==> config.mk <==
export PLATFORM = sky130hd
export DESIGN_NAME = mlpf_ctrl
export DESIGN_NICKNAME = d
export VERILOG_FILES = /design/src/hdl/multilevel_priority_fifo_top_macros.svh /design/src/hdl/mlpf_pkg.sv /design/src/hdl/mlpf_ctrl.sv
export SDC_FILE = /design/constraint.sdc
export NUM_CORES = 1
export LEC_CHECK = 0
export BUFFER_PORTS_ARGS = -buffer_cell sky130_fd_sc_hd__clkbuf_2
export CAP_MARGIN = 10
export CELL_PAD_IN_SITES_DETAIL_PLACEMENT = 0
export CELL_PAD_IN_SITES_GLOBAL_PLACEMENT = 2
export CORE_AREA = 3 3 40 42
export DETAILED_ROUTE_END_ITERATION = 8
export DIE_AREA = 0 0 43 45
export MAX_ROUTING_LAYER = met4
export PLACE_DENSITY_LB_ADDON = 0.1
export SLEW_MARGIN = 15
export SYNTH_ARGS = -nofsm -noshare
export SYNTH_HDL_FRONTEND = slang
export SYNTH_SLANG_ARGS = --single-unit
==> constraint.sdc <==
create_clock -name i_clk -period 1.84 [get_ports i_clk]
set_clock_uncertainty 0.15 [all_clocks]
set_input_delay 0 -clock i_clk [delete_from_list [all_inputs] [get_ports i_clk]]
set_output_delay 0 -clock i_clk [all_outputs]
set_load 0.005 [all_outputs]
==> src/hdl/multilevel_priority_fifo_top_macros.svh <==
// Assertion macros for the multilevel priority FIFO.
// Included by the top level; no other dependencies.
`ifndef MULTILEVEL_PRIORITY_FIFO_TOP_MACROS_SVH
`define MULTILEVEL_PRIORITY_FIFO_TOP_MACROS_SVH

`ifndef SYNTHESIS
`define MLPF_ASSERT_SAME(lbl, clk, rst_n, ante, cons, msg) \
    lbl: assert property (@(posedge clk) disable iff (!rst_n) (ante) |-> (cons)) \
        else $error(msg);
`define MLPF_ASSERT_NEXT(lbl, clk, rst_n, ante, cons, msg) \
    lbl: assert property (@(posedge clk) disable iff (!rst_n) (ante) |=> (cons)) \
        else $error(msg);
`else
`define MLPF_ASSERT_SAME(lbl, clk, rst_n, ante, cons, msg)
`define MLPF_ASSERT_NEXT(lbl, clk, rst_n, ante, cons, msg)
`endif

`endif

==> src/hdl/mlpf_pkg.sv <==
// Shared types and constants for the multilevel priority FIFO.
// No dependencies.
package mlpf_pkg;

    localparam int PAYLOAD_W = 32;
    localparam int LEVEL_REQ_W = 4;
    localparam int TOTAL_W = 8;

    typedef enum logic [1:0] {
        ST_OK        = 2'd0,
        ST_OVERFLOW  = 2'd1,
        ST_UNDERFLOW = 2'd2
    } t_status;

    typedef enum logic {
        OP_INSERT = 1'b0,
        OP_REMOVE = 1'b1
    } t_op;

    typedef struct packed {
        logic                   operation;
        logic [LEVEL_REQ_W-1:0] priority_req;
        logic [PAYLOAD_W-1:0]   payload;
    } t_in_item;

    typedef struct packed {
        logic [PAYLOAD_W-1:0] removed_payload;
        logic [PAYLOAD_W-1:0] head_payload;
        logic                 queue_empty;
        logic [TOTAL_W-1:0]   total_count;
        t_status              status;
    } t_out_item;

    typedef struct packed {
        logic capture;
        logic exec;
        logic load_out;
    } t_fifo_cmd;

endpackage

==> src/hdl/mlpf_ctrl.sv <==
// Controller: sequences capture, execute and result load per item.
// Depends on mlpf_pkg.
module mlpf_ctrl
    import mlpf_pkg::*;
(
    input  logic      i_clk,
    input  logic      i_rst_n,
    input  logic      i_in_valid,
    output logic      o_in_stall,
    output logic      o_out_valid,
    input  logic      i_out_stall,
    output t_fifo_cmd o_cmd
);

    typedef enum logic [2:0] {
        S_IDLE = 3'b001,
        S_EXEC = 3'b010,
        S_DONE = 3'b100
    } t_state;

    t_state r_state, n_state;
    logic   r_out_valid, n_out_valid;
    logic   out_free;
    logic   can_load;
    logic   in_ready;
    logic   accept;

    always_comb begin
        out_free = !r_out_valid || !i_out_stall;
        can_load = (r_state == S_DONE) && out_free;
        in_ready = (r_state == S_IDLE) || can_load;
        accept   = i_in_valid && in_ready;

        n_state = r_state;
        case (r_state)
            S_IDLE: begin
                if (accept) begin
                    n_state = S_EXEC;
                end
            end
            S_EXEC: begin
                n_state = S_DONE;
            end
            S_DONE: begin
                if (can_load) begin
                    n_state = accept ? S_EXEC : S_IDLE;
                end
            end
            default: begin
                n_state = S_IDLE;
            end
        endcase

        if (can_load) begin
            n_out_valid = 1'b1;
        end else if (!i_out_stall) begin
            n_out_valid = 1'b0;
        end else begin
            n_out_valid = r_out_valid;
        end
    end

    always_ff @(posedge i_clk) begin
        if (!i_rst_n) begin
            r_state     <= S_IDLE;
            r_out_valid <= 1'b0;
        end else begin
            r_state     <= n_state;
            r_out_valid <= n_out_valid;
        end
    end

    assign o_in_stall     = !in_ready;
    assign o_out_valid    = r_out_valid;
    assign o_cmd.capture  = accept;
    assign o_cmd.exec     = (r_state == S_EXEC);
    assign o_cmd.load_out = can_load;

endmodule

; ---- Word level (Yosys, flattened, before mapping)
; Index checks and enable logic that the tools add are counted.
[totals]
elab_cells = 22
n_memories = 0
romBits = 0
output_inout_bits = 5
latchBits = 0
reg_bits = 4
ram_bits = 0
inputBits = 4
[classes]
addsub = 0
magnitude_cmp = 0
n_mul = 0
n_eq_ne = 6
reduce_logical = 8
div_mod_pow = 0
bitwise = 0
muxes = 6
n_shift = 0
[op_table]
columns = cell, count
row1 = 3-bit one-hot mux with 3 select lines, 1
row2 = 3-bit two-way mux, 2
row3 = 2-bit inequality test (second input constant), 2
row4 = 3-bit by 1-bit == test with 1-bit output (second input constant), 1
row5 = 3-bit by 2-bit == test with 1-bit output (second input constant), 1
row6 = 3-bit == test (second input constant), 1
row7 = 1-bit logical NOT, 3
row8 = 1-bit logical AND, 2
row9 = 1-bit logical OR, 2
row10 = 1-bit two-way mux, 2
row11 = 2-bit two-way mux, 1
row12 = 2-bit by 1-bit inequality test with 1-bit output (second input constant), 1
row13 = 2-bit AND reduction, 1

; ---- Depth between registers and ports, before layout
[depth]
word_depth = 8
mapped_depth = 4
ltp_nobuf = 3

; ---- Worst setup path after synthesis
; Ideal clock, no wire load.
[synth_path]
path_kind = reg2reg
start = register r_state[2]
end = register r_state[0]
n_path_buf = 0
path_slack_ps = 689
t_required_ps = 1567
setup_ps = 123
arrival_ps = 877
period_less_slack_ps = 1151
path_stages_with_launch = 4
cell_sequence = dfxtp_1 -> or3b_1 -> nor2_1 -> o31ai_1
[synth_between]
elab_chain_cells = 7
word_cells_on_any_way = 12
classes_between = eq/ne (5) / mux (3) / reduce/logical (4)
[synth_rtl]
columns = element, line
row1 = start: declaration, mlpf_ctrl.sv:21  ; t_state r_state, n_state;
row2 = start signal: assignment, mlpf_ctrl.sv:68  ; r_state <= n_state;
row3 = 3-bit == test, "mlpf_ctrl.sv:30, mlpf_ctrl.sv:35"
row4 = 1-bit logical AND, mlpf_ctrl.sv:30  ; can_load = (r_state == S_DONE) && out_free;
row5 = 1-bit logical OR, mlpf_ctrl.sv:31  ; in_ready = (r_state == S_IDLE) || can_load;
row6 = 1-bit logical AND, mlpf_ctrl.sv:32  ; accept = i_in_valid && in_ready;
row7 = 2-bit two-way mux, mlpf_ctrl.sv:46  ; n_state = accept ? S_EXEC : S_IDLE;
row8 = 3-bit two-way mux, mlpf_ctrl.sv:45  ; if (can_load) begin
row9 = 3-bit one-hot mux with 3 select lines, mlpf_ctrl.sv:35  ; case (r_state)
; Parallel ways exist; a longest one is shown, timed or not. The select of a mux whose other input is x is not followed.
; A chain may end at the register's enable or synchronous reset.

; ---- Final worst setup path
[layout_path]
start = register r_state[1]
end = register r_state[0]
; The elaborated chain is that of the path after synthesis.

==> metrics.md <==
| Metric | Value |
|---|---|
| Setup Slack @ Placement | `591 ps` |
| Max Clock Freq | `0.563 GHz` |
| Mapped Area | `216 um2` |
| CTS buffer count | `3` |
| Largest net degree at the start of global routing | `8` |
| Hold Path Sink | `r_state[2]$_SDFFE_PN0P_` |
| Top-level port count | `9` |
| Nature of the critical path startpoint | `flip-flop` |
| Core utilization of the finished layout | `25.4%` |
| Initial Utilization | `16.8%` |
| Filler Cell Count | `146` |
| Worst reg2reg path depth | `4` |
| Register clock-pin slew on the reported worst setup and hold paths | `40 ps` |
| Launch instance of the worst min-delay path | `r_state[2]$_SDFFE_PN0P_` |
| Cell types occupying the most area after synthesis | `sky130_fd_sc_hd__dfxtp_1, sky130_fd_sc_hd__a21oi_1, sky130_fd_sc_hd__buf_4` |
| Pre-antenna DRT Iters | `2` |
| Vias | `220` |
| Count of flip-flops with a built-in enable after synthesis | `0` |
| Critical path data arrival time | `1740 ps` |
| Root Buffer | `sky130_fd_sc_hd__clkbuf_4` |
| Max clock buf depth | `2` |
| Horizontal die dimension | `43 um` |
| Maximum resistive drop on vdd | `0.254 mV` |
| Hold depth | `2` |
| Global-route total usage across every layer | `6.70%` |
| Setup WS post-layout | `63.6 ps` |
| Sequential area share after synthesis | `37.0%` |
| Count of endpoints failing hold in the final timing report | `0` |
| Antenna Violating Nets Remaining | `0` |
| Vertical die dimension | `45 um` |
| Setup repair after global routing missed its margin | `no` |
| Number of synthesized register bits | `4` |
| DR DRC count | `0` |
| Class of the most critical setup path | `reg2reg` |
| Warning count from the yosys run | `0` |
| H-tree levels | `1` |
| Netlist cell types | `15` |
| Total placed instance area | `260 um2` |
| Critical path peak fanout | `7` |
| PortBufs | `8` |
| Placeable core area | `1280 um2` |
| FF-to-FF Start | `r_state[1]$_SDFFE_PN0P_` |
| Most used DFF post-synth | `sky130_fd_sc_hd__dfxtp_1` |
| Fraction of layout cells with a size suffix above 1 | `34.2%` |
| Period Utilization, post-route | `96.5%` |
| Sum of negative setup slack | `0 ps` |
| Static Leak | `0.000138 uW` |
| Net total in the final layout | `44` |
| Placed wire-length estimate | `391 um` |
| Die footprint | `1940 um2` |
| PD cells | `730 nW/um2` |
| Clock insertion delay at the later pin of the skew report | `240 ps` |
| Post-DR wirelength/cell | `9.98 um` |
| Max Slew Vio Count | `0` |
| Setup violations, final | `0` |
| Required time of the worst setup path | `1800 ps` |
| Relative slew slack | `86.4%` |
| Vias per cell | `4.15` |
| Kind of end point of the critical path | `flip-flop` |
| Final RePlAce weighted congestion | `0.639` |
| Endpoint of the worst register-to-register path | `r_state[0]$_SDFFE_PN1P_` |
| Net count after synthesis | `29` |
| Minimum clock period after layout | `1780 ps` |
| Mean Syn Cell Area | `8.66 um2` |
| Design area | `327 um2` |
| Global-route wire length before repair | `828 um` |
| Detailed-route wire length | `529 um` |
| Vias in the first global route | `186` |
| Result of the run | `finished clean` |
| Cell type with the largest total area after synthesis | `sky130_fd_sc_hd__dfxtp_1` |
| Count of standard-cell rows | `13` |
| Worst hold slack after final layout | `370 ps` |
| Number of antenna violations at the first check in global routing | `0` |
| Yosys top cell area share | `37.0%` |
| Global route overflow | `0` |
| Commonest cells post-synth | `sky130_fd_sc_hd__a21oi_1, sky130_fd_sc_hd__dfxtp_1` |
| Count of max-cap constraint violations | `0` |
| Detailed router's first-iteration violation count | `5` |
| Clock Sinks | `4` |
| Classification of the worst-slack hold path | `reg2reg` |
| Least-Margin Pin Slew | `202 ps` |
| Register-to-Register Setup Slack | `60 ps` |
| Clock tree from TritonCTS | `done` |
| Area Overhead vs Synth | `50.9%` |
| Cell count after synthesis | `25` |
| Antenna diode count | `0` |
| Async set-or-reset flop fraction in the synthesized netlist | `0%` |
==> logic make-up (layout without fill, tap and decap cells) <==
logic type / after synthesis / after routing / share of synthesized area, %
and+or+nand+nor: 13 / 13 / 39.9
AOI/OAI and AO/OA: 6 / 6 / 16.2
DFF: 4 / 4 / 37.0
buffers and inverters: 2 / 15 / 6.93
==> critical path, cell delays in order, from the launching register on <==
cell	delay (ps)
sky130_fd_sc_hd__dfxtp_1	350
sky130_fd_sc_hd__or3b_4	400
sky130_fd_sc_hd__nor2_1	120
sky130_fd_sc_hd__o31ai_1	70
sky130_fd_sc_hd__dlygate4sd3_1	560
==> flip-flops by register name, summed over array words and instances, names as in the netlist <==
| register | count |
|---|---|
| o_out_valid | 1 |
| r_state | 3 |
==> routing by layer <==
metal	GRT usage [%]	vias up	part of all wire, %
met5	-	-	0
met1	7.02	95	44
met2	8.08	12	42
met3	7.57	0	14
li1	-	113	-
met4	1.81	0	0
==> report_power, final <==
group | switching, uW | total, uW | leakage [uW] | internal [uW]
logic | 13.0 | 33.7 | 0.0000909 | 20.7
registers | 4.59 | 95.4 | 0.0000332 | 90.8
clock network | 36.3 | 109 | 0.0000138 | 73.0
total | 54.0 | 238 | 0.000138 | 184
==> stage by stage <==
step	power [uW]	std cells
after CTS	244	53
after global routing	261	53
after global placement	124	46
after detailed placement	123	46
after floorplan	113	25
final	238	53
==> final cells by class <==
cell class | instances | area (um2) | area share [%]
multi-input combinational | 19 | 124 | 37.9
sequential | 4 | 81.3 | 24.9
timing repair buffer | 12 | 80.1 | 24.5
clock buffer | 3 | 22.5 | 6.90
tap | 15 | 18.8 | 5.75
==> what timing repair did <==
action,CTS,global route
gates resized for setup,0,2
endpoints found under the setup margin,0,1
endpoints found under the hold margin,4,0
hold buffers,4,0
buffers inserted,0,0
==> layout by cell type, fill, tap and decap left out <==
cell	netlist	layout
sky130_fd_sc_hd__or2_1	1	1
sky130_fd_sc_hd__nor3b_1	1	1
sky130_fd_sc_hd__nand4b_1	1	1
sky130_fd_sc_hd__nor2b_1	2	2
sky130_fd_sc_hd__clkbuf_2	0	8
sky130_fd_sc_hd__a21boi_1	1	1
sky130_fd_sc_hd__dfxtp_2	0	1
sky130_fd_sc_hd__dlygate4sd3_1	0	4
sky130_fd_sc_hd__and3b_1	1	1
sky130_fd_sc_hd__or3b_4	0	1
sky130_fd_sc_hd__nor4bb_1	1	1
sky130_fd_sc_hd__clkbuf_4	0	3
sky130_fd_sc_hd__o31ai_1	1	1
sky130_fd_sc_hd__a21oi_1	4	4
sky130_fd_sc_hd__nor2_1	2	2
sky130_fd_sc_hd__nand2b_1	2	2
sky130_fd_sc_hd__nand2_1	1	1
sky130_fd_sc_hd__dfxtp_1	4	3
==> worst max-delay path by stage <==
| stage | slack, ps | to | start | depth (start not counted) |
|---|---|---|---|---|
| after floorplan | 690 | r_state[0]$_SDFFE_PN1P_ | r_state[2]$_SDFFE_PN0P_ | 3 |
| after global placement | 550 | r_state[0]$_SDFFE_PN1P_ | r_state[2]$_SDFFE_PN0P_ | 3 |
| after detailed placement | 590 | r_state[0]$_SDFFE_PN1P_ | r_state[2]$_SDFFE_PN0P_ | 3 |
| after CTS | 30 | r_state[0]$_SDFFE_PN1P_ | r_state[2]$_SDFFE_PN0P_ | 4 |
| after global routing | 4 | r_state[0]$_SDFFE_PN1P_ | r_state[1]$_SDFFE_PN0P_ | 4 |
| final | 60 | r_state[0]$_SDFFE_PN1P_ | r_state[1]$_SDFFE_PN0P_ | 4 |
No activity file was read; power rests on OpenSTA's default activity.
